### src/rtl/core/mh64i_pkg.sv
// ----------------------------------------------------------------------------
// mh64i_pkg
// Shared constants, state and command types for the interleaved 64-bit
// murmur hash unit.
// ----------------------------------------------------------------------------
package mh64i_pkg;

  localparam int unsigned WordWidth  = 32;
  localparam int unsigned CountWidth = 3;
  localparam int unsigned HashWidth  = 64;

  localparam logic [WordWidth-1:0]  HashMult  = 32'h5bd1e995;
  localparam logic [WordWidth-1:0]  SeedOne   = 32'hc86b14f7;
  localparam logic [WordWidth-1:0]  SeedTwo   = 32'h650f5c4d;
  localparam int unsigned           MixShift  = 24;
  localparam int unsigned           FinShiftA = 18;
  localparam int unsigned           FinShiftB = 22;
  localparam int unsigned           FinShiftC = 17;
  localparam logic [CountWidth-1:0] FullCount = 3'd4;

  // controller states
  typedef enum logic [2:0] {
    S_IDLE,
    S_MIX1,
    S_MIX2,
    S_FOLD,
    S_FIN0,
    S_FIN1,
    S_FIN2,
    S_FIN3
  } state_t;

  // datapath operations, one per cycle
  typedef enum logic [3:0] {
    OP_NONE,
    OP_LOAD,
    OP_MIX1,
    OP_MIX2,
    OP_FOLD,
    OP_FIN0,
    OP_FIN1,
    OP_FIN2,
    OP_FIN3
  } dp_op_t;

  typedef struct packed {
    dp_op_t op;
  } dp_cmd_t;

  typedef struct packed {
    logic in_full;   // incoming item carries a full word
    logic last;      // held item closes the message
    logic out_free;  // output register can take a new hash
  } dp_stat_t;

endpackage

### src/rtl/core/mh64i_ctrl.sv
// ----------------------------------------------------------------------------
// mh64i_ctrl
// Sequencer: steps the shared multiplier through word mixing, lane folding
// and the final cross-mix, and drives the input stall.
// ----------------------------------------------------------------------------
module mh64i_ctrl (
  input  logic               clk,
  input  logic               rst,
  input  logic               in_valid,
  output logic               in_stall,
  input  mh64i_pkg::dp_stat_t stat,
  output mh64i_pkg::dp_cmd_t  cmd
);

  mh64i_pkg::state_t state;
  mh64i_pkg::state_t state_next;

  // state register
  always_ff @(posedge clk) begin
    if (rst) begin
      state <= mh64i_pkg::S_IDLE;
    end else begin
      state <= state_next;
    end
  end

  // next state
  always_comb begin
    state_next = state;
    unique case (state)
      mh64i_pkg::S_IDLE: begin
        if (in_valid) begin
          state_next = stat.in_full ? mh64i_pkg::S_MIX1 : mh64i_pkg::S_FIN0;
        end
      end
      mh64i_pkg::S_MIX1: state_next = mh64i_pkg::S_MIX2;
      mh64i_pkg::S_MIX2: state_next = mh64i_pkg::S_FOLD;
      mh64i_pkg::S_FOLD: begin
        state_next = stat.last ? mh64i_pkg::S_FIN0 : mh64i_pkg::S_IDLE;
      end
      mh64i_pkg::S_FIN0: state_next = mh64i_pkg::S_FIN1;
      mh64i_pkg::S_FIN1: state_next = mh64i_pkg::S_FIN2;
      mh64i_pkg::S_FIN2: state_next = mh64i_pkg::S_FIN3;
      mh64i_pkg::S_FIN3: begin
        if (stat.out_free) begin
          state_next = mh64i_pkg::S_IDLE;
        end
      end
      default: state_next = mh64i_pkg::S_IDLE;
    endcase
  end

  // outputs
  always_comb begin
    cmd.op   = mh64i_pkg::OP_NONE;
    in_stall = 1'b1;
    unique case (state)
      mh64i_pkg::S_IDLE: begin
        in_stall = 1'b0;
        if (in_valid) begin
          cmd.op = mh64i_pkg::OP_LOAD;
        end
      end
      mh64i_pkg::S_MIX1: cmd.op = mh64i_pkg::OP_MIX1;
      mh64i_pkg::S_MIX2: cmd.op = mh64i_pkg::OP_MIX2;
      mh64i_pkg::S_FOLD: cmd.op = mh64i_pkg::OP_FOLD;
      mh64i_pkg::S_FIN0: cmd.op = mh64i_pkg::OP_FIN0;
      mh64i_pkg::S_FIN1: cmd.op = mh64i_pkg::OP_FIN1;
      mh64i_pkg::S_FIN2: cmd.op = mh64i_pkg::OP_FIN2;
      mh64i_pkg::S_FIN3: begin
        if (stat.out_free) begin
          cmd.op = mh64i_pkg::OP_FIN3;
        end
      end
      default: cmd.op = mh64i_pkg::OP_NONE;
    endcase
  end

endmodule

### src/rtl/core/mh64i_datapath.sv
// ----------------------------------------------------------------------------
// mh64i_datapath
// Hash lanes, item holding registers, one shared 32x32 multiplier and the
// output register.
// ----------------------------------------------------------------------------
module mh64i_datapath (
  input  logic                                   clk,
  input  logic                                   rst,
  input  logic [mh64i_pkg::WordWidth-1:0]        data_word,
  input  logic [mh64i_pkg::CountWidth-1:0]       byte_count,
  input  logic [mh64i_pkg::WordWidth-1:0]        message_length,
  input  logic                                   first_word,
  input  logic                                   last_word,
  output logic                                   out_valid,
  input  logic                                   out_stall,
  output logic [mh64i_pkg::HashWidth-1:0]        hash_value,
  input  mh64i_pkg::dp_cmd_t                     cmd,
  output mh64i_pkg::dp_stat_t                    stat
);

  logic [mh64i_pkg::WordWidth-1:0] lane_one;
  logic [mh64i_pkg::WordWidth-1:0] lane_two;
  logic                            odd_word;
  logic [mh64i_pkg::WordWidth-1:0] word_reg;
  logic [1:0]                      tail_cnt;
  logic                            full_reg;
  logic                            last_reg;
  logic [mh64i_pkg::WordWidth-1:0] k_reg;
  logic [mh64i_pkg::WordWidth-1:0] a_reg;
  logic [mh64i_pkg::WordWidth-1:0] b_reg;

  logic [mh64i_pkg::WordWidth-1:0] tail_mask;
  logic [mh64i_pkg::WordWidth-1:0] mul_in;
  logic [mh64i_pkg::WordWidth-1:0] prod;

  // status toward the controller
  assign stat.in_full  = !last_word || (byte_count >= mh64i_pkg::FullCount);
  assign stat.last     = last_reg;
  assign stat.out_free = !out_valid || !out_stall;

  // valid bytes of a partial tail word
  always_comb begin
    case (tail_cnt)
      2'd0:    tail_mask = 32'h0000_0000;
      2'd1:    tail_mask = 32'h0000_00ff;
      2'd2:    tail_mask = 32'h0000_ffff;
      default: tail_mask = 32'h00ff_ffff;
    endcase
  end

  // multiplier operand select
  always_comb begin
    case (cmd.op)
      mh64i_pkg::OP_MIX1: mul_in = word_reg;
      mh64i_pkg::OP_MIX2: mul_in = k_reg;
      mh64i_pkg::OP_FOLD: mul_in = odd_word ? lane_two : lane_one;
      mh64i_pkg::OP_FIN0: mul_in = full_reg ? lane_two : (lane_two ^ (word_reg & tail_mask));
      mh64i_pkg::OP_FIN1: mul_in = a_reg;
      mh64i_pkg::OP_FIN2: mul_in = b_reg ^ (a_reg >> mh64i_pkg::FinShiftB);
      mh64i_pkg::OP_FIN3: mul_in = a_reg ^ (b_reg >> mh64i_pkg::FinShiftC);
      default:            mul_in = a_reg;
    endcase
  end

  // shared multiplier, low half of the product
  assign prod = mul_in * mh64i_pkg::HashMult;

  // lanes and word position
  always_ff @(posedge clk) begin
    if (rst) begin
      lane_one <= '0;
      lane_two <= '0;
      odd_word <= 1'b0;
    end else begin
      case (cmd.op)
        mh64i_pkg::OP_LOAD: begin
          if (first_word) begin
            lane_one <= mh64i_pkg::SeedOne ^ message_length;
            lane_two <= mh64i_pkg::SeedTwo;
            odd_word <= 1'b0;
          end
        end
        mh64i_pkg::OP_FOLD: begin
          if (odd_word) begin
            lane_two <= prod ^ k_reg;
          end else begin
            lane_one <= prod ^ k_reg;
          end
          odd_word <= !odd_word;
        end
        default: begin
        end
      endcase
    end
  end

  // item holding and working registers
  always_ff @(posedge clk) begin
    case (cmd.op)
      mh64i_pkg::OP_LOAD: begin
        word_reg <= data_word;
        tail_cnt <= byte_count[1:0];
        full_reg <= stat.in_full;
        last_reg <= last_word;
      end
      mh64i_pkg::OP_MIX1: k_reg <= prod ^ (prod >> mh64i_pkg::MixShift);
      mh64i_pkg::OP_MIX2: k_reg <= prod;
      mh64i_pkg::OP_FIN0: begin
        b_reg <= prod;
        a_reg <= lane_one ^ (prod >> mh64i_pkg::FinShiftA);
      end
      mh64i_pkg::OP_FIN1: a_reg <= prod;
      mh64i_pkg::OP_FIN2: b_reg <= prod;
      default: begin
      end
    endcase
  end

  // output register
  always_ff @(posedge clk) begin
    if (rst) begin
      out_valid <= 1'b0;
    end else if (cmd.op == mh64i_pkg::OP_FIN3) begin
      out_valid <= 1'b1;
    end else if (!out_stall) begin
      out_valid <= 1'b0;
    end
  end

  always_ff @(posedge clk) begin
    if (cmd.op == mh64i_pkg::OP_FIN3) begin
      hash_value <= {prod, b_reg};
    end
  end

endmodule

### src/rtl/core/murmur_hash_64_interleaved_unit.sv
// Sequence: a full word is taken in IDLE, then goes three times through the one
// shared 32x32 multiplier (MIX1, MIX2, FOLD) before the next item can be taken.
// A last item adds the cross-mix (FIN0 to FIN3); a partial tail goes straight to it.
// out_valid rises when FIN3 loads the output register, which waits while a hash is stalled.
// in_stall is high outside IDLE, so no new item is taken while one is in work.
// Reset (rst, synchronous): lanes and word position cleared, no hash pending.
// ----------------------------------------------------------------------------
// murmur_hash_64_interleaved_unit
// Streaming two-lane murmur hash giving one 64-bit value per message.
// ----------------------------------------------------------------------------
module murmur_hash_64_interleaved_unit (
  input  logic                                   clk,
  input  logic                                   rst,
  input  logic                                   in_valid,
  output logic                                   in_stall,
  input  logic [mh64i_pkg::WordWidth-1:0]        data_word,
  input  logic [mh64i_pkg::CountWidth-1:0]       byte_count,
  input  logic [mh64i_pkg::WordWidth-1:0]        message_length,
  input  logic                                   first_word,
  input  logic                                   last_word,
  output logic                                   out_valid,
  input  logic                                   out_stall,
  output logic [mh64i_pkg::HashWidth-1:0]        hash_value
);

  mh64i_pkg::dp_cmd_t  cmd;
  mh64i_pkg::dp_stat_t stat;

  // sequencer
  mh64i_ctrl u_ctrl (
    .clk      (clk),
    .rst      (rst),
    .in_valid (in_valid),
    .in_stall (in_stall),
    .stat     (stat),
    .cmd      (cmd)
  );

  // lanes, multiplier and output register
  mh64i_datapath u_datapath (
    .clk            (clk),
    .rst            (rst),
    .data_word      (data_word),
    .byte_count     (byte_count),
    .message_length (message_length),
    .first_word     (first_word),
    .last_word      (last_word),
    .out_valid      (out_valid),
    .out_stall      (out_stall),
    .hash_value     (hash_value),
    .cmd            (cmd),
    .stat           (stat)
  );

endmodule

### config.mk
export PLATFORM = sky130hd
export DESIGN_NAME = murmur_hash_64_interleaved_unit
export DESIGN_NICKNAME = d
export VERILOG_FILES = /design/src/rtl/core/mh64i_pkg.sv /design/src/rtl/core/mh64i_ctrl.sv /design/src/rtl/core/mh64i_datapath.sv /design/src/rtl/core/murmur_hash_64_interleaved_unit.sv
export SDC_FILE = /design/constraint.sdc
export NUM_CORES = 1
export LEC_CHECK = 0
export BUFFER_PORTS_ARGS = -buffer_cell sky130_fd_sc_hd__buf_2
export CORE_UTILIZATION = 39
export DETAILED_ROUTE_END_ITERATION = 10
export GPL_TIMING_DRIVEN = 1
export HOLD_SLACK_MARGIN = 0.03
export SLEW_MARGIN = 20
export SYNTH_ARGS = -nofsm -noshare
export SYNTH_HDL_FRONTEND = slang
export SYNTH_SLANG_ARGS = --single-unit
### constraint.sdc
create_clock -name clk -period 36.3 [get_ports clk]
set_input_delay 7.26 -clock clk [delete_from_list [all_inputs] [get_ports clk]]
set_output_delay 7.26 -clock clk [all_outputs]
set_load 0.01 [all_outputs]
==> results of run 1 <==
[area by class of cell]
| class | count | share of cell area |
|---|---|---|
| repair buffers | 188 | 0.0460 |
| clock inverters | 16 | 0.0109 |
| well taps | 688 | 0.0365 |
| multi-input cells | 1286 | 0.506 |
| diodes | 1 | 0.000106 |
| inverters | 355 | 0.0565 |
| flip-flops and latches | 265 | 0.308 |
| clock buffers | 36 | 0.0359 |
[final timing paths]
check	to	cells past startpoint	slack, ns
setup / recovery	u_datapath.lane_one[29]$_SDFFE_PP0P_	35	19.33
hold / removal	u_datapath.lane_two[31]$_SDFFE_PP0P_	2	0.46
setup reg to reg	u_datapath.lane_one[29]$_SDFFE_PP0P_	35	25.23
hold reg to reg	u_datapath.lane_two[31]$_SDFFE_PP0P_	2	0.46
[tightest hold or removal path, delay by kind of cell (launching register included)]
family,cells,cell delay [ns]
and+or+nand+nor,1,0.05
DFF,1,0.31
AOI/OAI and AO/OA,1,0.05
[routing by layer]
layer,routed length (um),vias up,share of wire,GRT usage
li1,-,6943,-,-
met1,27800,7752,0.41,0.332
met2,30600,733,0.46,0.402
met3,5920,149,0.088,0.0457
met4,2730,0,0.041,0.0952
met5,0,-,0,0
[layout by cell type (no fill, tap or decap), types with 4 or more instances in the layout]
| cell | instances |
|---|---|
| nor2b_1 | 7 |
| and2_1 | 5 |
| a211oi_1 | 49 |
| a211o_1 | 8 |
| a21oi_1 | 105 |
| nor2_2 | 5 |
| mux2i_1 | 13 |
| nor3_1 | 8 |
| buf_4 | 49 |
| a311oi_1 | 4 |
| o211ai_1 | 14 |
| nand3_1 | 27 |
| a22oi_1 | 12 |
| bufinv_16 | 6 |
| xnor2_1 | 87 |
| nor2_1 | 169 |
| nand2_1 | 117 |
| a221oi_1 | 22 |
| mux2_2 | 15 |
| or2_2 | 5 |
| nand2b_1 | 5 |
| fa_1 | 180 |
| buf_2 | 138 |
| dfxtp_1 | 69 |
| o31ai_1 | 6 |
| a31oi_1 | 22 |
| xor2_1 | 37 |
| o21ai_0 | 54 |
| edfxtp_1 | 196 |
| nand3b_1 | 4 |
| or3_1 | 4 |
| o21a_1 | 6 |
| inv_1 | 354 |
| ha_1 | 219 |
| a21o_1 | 9 |
| clkbuf_16 | 32 |
[per-stage QoR]
step | utilization | std cells | setup slack, ns | hold WS, ns | area, sq um
after floorplan | - | 1967 | 18.62 | 0.417 | 20700
after global placement | 0.428 | 2781 | 18.93 | 0.438 | 22400
after global routing | 0.450 | 2834 | 18.73 | 0.473 | 23600
after CTS | 0.450 | 2834 | 19.35 | 0.458 | 23600
after detailed placement | 0.429 | 2782 | 18.79 | 0.447 | 22500
final | 0.450 | 2835 | 19.33 | 0.464 | 23600
[cells by family (layout without fill, tap and decap cells)]
logic type / after synthesis / in the layout / synth area share
XOR/XNOR: 131 / 131 / 0.0601
AND/OR/NAND/NOR: 381 / 381 / 0.0806
AO/OA/AOI/OAI: 347 / 347 / 0.111
other: 0 / 1 / 0
flip-flops: 265 / 265 / 0.352
adder cells (fa/ha/maj): 399 / 399 / 0.307
buffers and inverters: 416 / 595 / 0.0758
multiplexers: 28 / 28 / 0.0145
==> impl_metrics.env, run 1 <==
export IMPL_status="finished, final reports clean"
export IMPL_end_kind="flip-flop"
export IMPL_grt_overflow=0
export IMPL_max_slew_margin=0.272
export IMPL_cp_buffers_inverters=8
export IMPL_top_register="u_datapath.hash_value"
export IMPL_crit_start="out_stall"
export IMPL_clk_pin_slew_ns=0.07
export IMPL_drt_antenna_violating_nets=0
export IMPL_dr_pass1_iters=5
export IMPL_critPathRequiredTime_ns=36.75
export IMPL_drc=0
export IMPL_synth_async_sr_flop_share=0
export IMPL_grt_pass1_wl_um=99500
export IMPL_wl_um=67000
export IMPL_synth_edff_count=196
export IMPL_syn_area_sq_mm=0.0207
export IMPL_vias=15600
export IMPL_max_stage_delay_ns=0.73
export IMPL_crit_type="input port to flip-flop"
export IMPL_globalplace_congestion=0.935
export IMPL_tns_ns=0
export IMPL_rows=84
export IMPL_io_pins=139
export IMPL_numPortBuffers=138
export IMPL_worst_pin_slew_ns=1.09
export IMPL_clk_latency_ns=0.57
export IMPL_clock_skew_ns=0.0151
export IMPL_ys_warnings_count=0
export IMPL_synth_common_cells="inv_1 (355), ha_1 (219), edfxtp_1 (196)"
export IMPL_core_area_sq_mm=0.0524
export IMPL_drv_cap=0
export IMPL_grt_max_degree=72
export IMPL_slowest_stage="xnor2_1"
export IMPL_grt_setup_unrepaired="no"
export IMPL_ys_seq_area_frac=0.352
export IMPL_syn_inst=1967
export IMPL_cts_hold_fix_buffers=0
export IMPL_worstHoldStart="u_datapath.lane_two[31]$_SDFFE_PP0P_"
export IMPL_ctsResizeCount=0
export IMPL_hpwl_um=50600
export IMPL_synth_seq_cells=265
export IMPL_yosysTopAreaCellShare=0.285
export IMPL_start_util=0.394
export IMPL_die_width_um=232
export IMPL_critical_path_top_delay_family="adder cells"
export IMPL_hp_class="flip-flop to flip-flop"
export IMPL_fin_crit_ns=16.97
export IMPL_die_h_um=232
export IMPL_cts_setup_buffers=0
export IMPL_path_max_fanout=41
export IMPL_synthFlopType="edfxtp_1"
export IMPL_layout_area_seq_sq_mm=0.00727
export IMPL_crit_path_frequent_cell="fa_1"
export IMPL_crit_reg2reg_launch="u_ctrl.state[0]$_SDFFE_PP0P_"
export IMPL_fin_nets=2596
export IMPL_fill_cells=4906
export IMPL_largest_reg_flops=64
export IMPL_yosysMostFrequentCell="inv_1"
export IMPL_grt_pass1_vias=15900
export IMPL_cts_inserted_buffers=28
export IMPL_min_period_over_period=0.468
export IMPL_arrival_ns=17.43
export IMPL_synthTopCellsByArea="edfxtp_1 (28%), fa_1 (17%), ha_1 (13%)"
export IMPL_clockBufferDepth=3
export IMPL_setup_viol=0
export IMPL_grt_use_total=0.250
export IMPL_slew_viol_final=0
export IMPL_syn_nets=2439
export IMPL_antenna_found_initial=0
export IMPL_cts_tree="built"
export IMPL_yosysTopAreaCell="edfxtp_1"
export IMPL_drive_gt1_frac=0.137
export IMPL_syn_avg_cell_area_sq_um=10.5
export IMPL_dieArea_sq_mm=0.0539
export IMPL_startpoint_type="input port"
export IMPL_area_growth_pct=14.1
export IMPL_wire_per_inst_um=23.6
export IMPL_htree_num_levels=1
export IMPL_cts_sinks=265
export IMPL_multi_input_area_sq_mm=0.0119
export IMPL_cts_root_buffer="clkbuf_16"
export IMPL_initialDrtViolationCount=1477
export IMPL_yosysUniqueCellTypes=72
export IMPL_fmax_mhz=58.9
export IMPL_timing_hold_violations_final=0
export IMPL_avgViaCountPerCell=5.49
Power of run 1 is left out: the tool's default activity adds up to more than one toggle a clock period on the data nets, which glitch-free logic cannot reach.
==> run 2, diff against run 1 <==
Clock period 36.3 ns to 17.6 ns, I/O delays scaled along.
==> run 2 against run 1 <==
Register-to-register slack worse by 19 ns. Count of clock-buffer cells in the layout down 7. Final cell count barely moved. Via count is 0.24% higher. Routed wire length grew 0.21%. Critical path depth unchanged. Non-clock buffer count is the same. Utilization is 0.30 points lower. Cell area is 0.67% lower. First-iteration DRC count is 1.2% lower.
==> impl_metrics.env, run 2 (synthesis results as in run 1) <==
export IMPL_drc=0
export IMPL_numPortBuffers=138
export IMPL_cts_inserted_buffers=28
export IMPL_grt_pass1_vias=15900
export IMPL_status="finished, final reports clean"
export IMPL_htree_num_levels=1
export IMPL_fmax_mhz=75.1
export IMPL_arrival_ns=13.76
export IMPL_cts_sinks=265
export IMPL_crit_type="input port to flip-flop"
export IMPL_core_area_sq_mm=0.0524
export IMPL_clk_pin_slew_ns=0.07
export IMPL_drv_cap=0
export IMPL_max_stage_delay_ns=0.75
export IMPL_crit_start="out_stall"
export IMPL_die_h_um=232
export IMPL_diodes=0
export IMPL_ctsResizeCount=0
export IMPL_clock_skew_ns=0.0199
export IMPL_crit_cells=35
export IMPL_layout_commonest_cell="inv_1"
export IMPL_cts_root_buffer="clkbuf_16"
export IMPL_globalplace_congestion=0.935
export IMPL_setup_viol=0
export IMPL_r2r_cells=35
export IMPL_hpwl_um=50600
export IMPL_critical_path_top_delay_family="adder cells"
export IMPL_largest_reg_flops=64
export IMPL_grt_setup_unrepaired="no"
export IMPL_vias=15600
export IMPL_cts_setup_buffers=0
export IMPL_reg2reg_slack_ns=6.48
export IMPL_cp_buffers_inverters=8
export IMPL_min_period_over_period=0.756
export IMPL_clockBufferDepth=3
export IMPL_slowest_stage="xnor2_1"
export IMPL_tns_ns=0
export IMPL_dr_pass1_iters=6
export IMPL_initialDrtViolationCount=1459
export IMPL_wl_um=67200
export IMPL_dieArea_sq_mm=0.0539
export IMPL_timing_hold_violations_final=0
export IMPL_slew_viol_final=0
export IMPL_grt_use_total=0.250
export IMPL_clk_latency_ns=0.58
export IMPL_r2r_end="u_datapath.lane_one[29]$_SDFFE_PP0P_"
export IMPL_cts_hold_fix_buffers=0
export IMPL_start_util=0.394
export IMPL_path_max_fanout=41
export IMPL_max_slew_margin=0.236
export IMPL_io_pins=139
export IMPL_grt_overflow=0
export IMPL_cts_tree="built"
export IMPL_crit_path_frequent_cell="fa_1"
export IMPL_avgViaCountPerCell=5.51
export IMPL_hp_class="flip-flop to flip-flop"
export IMPL_rows=84
export IMPL_final_cell_mix="inv_1 (354), ha_1 (219), edfxtp_1 (196), fa_1 (180), nor2_1 (169)"
export IMPL_crit_reg2reg_launch="u_ctrl.state[0]$_SDFFE_PP0P_"
export IMPL_antenna_found_initial=1
export IMPL_worstSetupEndpoint="u_datapath.lane_one[29]$_SDFFE_PP0P_"
export IMPL_wire_per_inst_um=23.7
export IMPL_grt_max_degree=72
export IMPL_area_growth_pct=13.4
export IMPL_top_register="u_datapath.hash_value"
export IMPL_critPathRequiredTime_ns=18.05
export IMPL_worst_pin_slew_ns=1.15
export IMPL_drt_antenna_violating_nets=0
export IMPL_fin_crit_ns=13.31
export IMPL_die_width_um=232
export IMPL_grt_pass1_wl_um=99700
export IMPL_drive_gt1_frac=0.137
export IMPL_end_kind="flip-flop"
export IMPL_startpoint_type="input port"
export IMPL_fin_nets=2596
==> run 2: cell types whose count changed in the layout (fill, tap and decap cells not counted), sizes merged <==
| cell | before | now |
|---|---|---|
| bufinv | 6 | 3 |
| clkbuf | 36 | 29 |
| clkinv | 5 | 14 |
| clkinvlp | 3 | 5 |
| diode | 1 | 0 |
| inv | 357 | 356 |
==> run 2: final cells by class <==
class                      instances  area, sq um
tap                              688          861
timing repair buffer             188         1090
inverter                         355         1330
clock buffer                      29          704
sequential                       265         7270
fill                            4915        29000
clock inverter                    23          249
multi-input combinational       1286        11900
==> run 2: tightest hold or removal path, cell delays in order (launching register included) <==
cell	delay, ns
dfxtp_1	0.31
nand2_1	0.05
a21oi_1	0.05
==> run 2: worst min-delay path by stage <==
stage,start,endpoint,cells past startpoint
3_3_place_gp,u_datapath.b_reg[11]$_DFFE_PP_,u_datapath.hash_value[11]$_DFFE_PN_,0
6_report,u_datapath.lane_two[31]$_SDFFE_PP0P_,u_datapath.lane_two[31]$_SDFFE_PP0P_,2
5_1_grt,u_datapath.lane_two[31]$_SDFFE_PP0P_,u_datapath.lane_two[31]$_SDFFE_PP0P_,2
3_5_place_dp,u_datapath.b_reg[11]$_DFFE_PP_,u_datapath.hash_value[11]$_DFFE_PN_,0
2_1_floorplan,u_datapath.b_reg[11]$_DFFE_PP_,u_datapath.hash_value[11]$_DFFE_PN_,0
4_1_cts,u_datapath.lane_two[31]$_SDFFE_PP0P_,u_datapath.lane_two[31]$_SDFFE_PP0P_,2
==> run 2: per-stage QoR <==
step / hold WS, ns / setup WS, ns / utilization / cells / cell area, sq um
final: 0.451 / 4.29 / 0.447 / 2834 / 23400
after global routing: 0.472 / 3.84 / 0.447 / 2834 / 23400
after CTS: 0.454 / 4.39 / 0.447 / 2834 / 23400
after detailed placement: 0.447 / 3.81 / 0.429 / 2782 / 22500
after global placement: 0.437 / 3.97 / 0.428 / 2781 / 22400
after floorplan: 0.417 / 3.66 / - / 1967 / 20700
==> run 2: layer usage <==
| layer | vias to the layer above | track usage | wire length [um] |
|---|---|---|---|
| met4 | 0 | 0.0966 | 2760 |
| met2 | 740 | 0.402 | 30700 |
| met1 | 7773 | 0.336 | 28300 |
| met5 | - | 0 | 0 |
| li1 | 6960 | - | - |
| met3 | 142 | 0.0388 | 5350 |
Power of run 2 is left out for the same reason.
==> run 3, diff against run 2 <==
Clock period 17.6 ns to 12.9 ns, I/O delays scaled along.
==> run 3 against run 2 <==
Cell area rose by 0.56%. Count of clock-buffer cells in the layout rose by 3. Sequential share of layout area shrank 0.17 points. Utilization is 0.25 points higher. Critical path type unchanged.
==> impl_metrics.env, run 3 (synthesis results as in run 1) <==
export IMPL_critPathRequiredTime_ns=13.29
export IMPL_drive_gt1_frac=0.137
export IMPL_cts_root_buffer="clkbuf_16"
export IMPL_area_growth_pct=14.0
export IMPL_startpoint_type="input port"
export IMPL_critical_path_top_delay_family="adder cells"
export IMPL_reg2reg_slack_ns=2.34
export IMPL_grt_use_total=0.252
export IMPL_dieArea_sq_mm=0.0539
export IMPL_max_stage_delay_ns=0.63
export IMPL_htree_num_levels=1
export IMPL_cts_hold_fix_buffers=0
export IMPL_diodes=0
export IMPL_globalplace_congestion=0.958
export IMPL_final_cell_mix="inv_1 (354), ha_1 (219), edfxtp_1 (196), fa_1 (180), nor2_1 (171)"
export IMPL_numPortBuffers=138
export IMPL_io_pins=139
export IMPL_multi_input_area_sq_mm=0.0119
export IMPL_clk_pin_slew_ns=0.06
export IMPL_fin_crit_ns=11.53
export IMPL_antenna_found_initial=1
export IMPL_clock_skew_ns=0.0386
export IMPL_min_period_over_period=0.893
export IMPL_setup_viol=0
export IMPL_grt_max_degree=72
export IMPL_worstHoldStart="u_datapath.b_reg[14]$_DFFE_PP_"
export IMPL_path_max_fanout=25
export IMPL_grt_setup_unrepaired="no"
export IMPL_cts_setup_buffers=0
export IMPL_crit_reg2reg_launch="u_ctrl.state[1]$_SDFFE_PP0P_"
export IMPL_drt_antenna_violating_nets=0
export IMPL_die_width_um=232
export IMPL_max_slew_margin=0.333
export IMPL_core_area_sq_mm=0.0524
export IMPL_fmax_mhz=86.8
export IMPL_initialDrtViolationCount=1360
export IMPL_drv_cap=0
export IMPL_ctsResizeCount=0
export IMPL_hpwl_um=51500
export IMPL_grt_overflow=0
export IMPL_cts_tree="built"
export IMPL_cts_sinks=265
export IMPL_top_register="u_datapath.hash_value"
export IMPL_r2r_end="u_datapath.k_reg[6]$_DFFE_PP_"
export IMPL_fill_cells=4950
export IMPL_min_delay_worst_endpoint="u_datapath.hash_value[14]$_DFFE_PN_"
export IMPL_crit_type="input port to flip-flop"
export IMPL_tns_ns=0
export IMPL_fin_nets=2606
export IMPL_vias=15500
export IMPL_arrival_ns=11.91
export IMPL_grt_pass1_wl_um=100000
export IMPL_wire_per_inst_um=23.6
export IMPL_worst_pin_slew_ns=0.998
export IMPL_wl_um=67200
export IMPL_r2r_cells=36
export IMPL_die_h_um=232
export IMPL_dr_pass1_iters=7
export IMPL_crit_cells=38
export IMPL_start_util=0.394
export IMPL_drc=0
export IMPL_layout_commonest_cell="inv_1"
export IMPL_min_path_cells=0
export IMPL_slew_viol_final=0
export IMPL_clockBufferDepth=3
export IMPL_hp_class="flip-flop to flip-flop"
export IMPL_end_kind="flip-flop"
export IMPL_grt_pass1_vias=15900
export IMPL_timing_hold_violations_final=0
export IMPL_avgViaCountPerCell=5.46
export IMPL_cp_buffers_inverters=11
export IMPL_cts_inserted_buffers=28
export IMPL_status="finished, final reports clean"
export IMPL_clk_latency_ns=0.59
export IMPL_largest_reg_flops=64
export IMPL_layout_area_seq_sq_mm=0.00727
export IMPL_slowest_stage="or4_1"
export IMPL_rows=84
-- run 3: worst max-delay path by stage --
stage	start	end
floorplan	out_stall	u_datapath.k_reg[6]$_DFFE_PP_
global placement	out_stall	u_datapath.lane_one[29]$_SDFFE_PP0P_
detailed placement	out_stall	u_datapath.lane_one[29]$_SDFFE_PP0P_
CTS	out_stall	u_datapath.lane_one[29]$_SDFFE_PP0P_
global route	out_stall	u_datapath.lane_two[29]$_SDFFE_PP0P_
finish	out_stall	u_datapath.lane_two[29]$_SDFFE_PP0P_
-- run 3: area by class of cell --
class,count,share of cell area
flip-flops and latches,265,0.308
multi-input cells,1286,0.506
clock buffers,32,0.0304
inverters,355,0.0566
well taps,688,0.0365
clock inverters,19,0.0130
repair buffers,198,0.0490
-- run 3: per-layer routing --
metal | up-vias | GRT usage | wire [um]
met1 | 7761 | 0.340 | 28700
li1 | 6954 | - | -
met3 | 147 | 0.0328 | 4740
met5 | - | 0 | 10
met2 | 665 | 0.403 | 30700
met4 | 2 | 0.109 | 3030
-- run 3: stage by stage --
step | setup slack, ns | area, sq um | util | hold WS, ns | instances
6_report | 1.37 | 23600 | 0.449 | 0.456 | 2843
5_1_grt | 1.00 | 23600 | 0.449 | 0.465 | 2843
4_1_cts | 1.51 | 23600 | 0.449 | 0.454 | 2843
3_5_place_dp | 0.963 | 22500 | 0.430 | 0.440 | 2792
3_3_place_gp | 1.19 | 22500 | 0.430 | 0.440 | 2792
2_1_floorplan | 0.979 | 20700 | - | 0.417 | 1967
Power of run 3 is left out for the same reason.
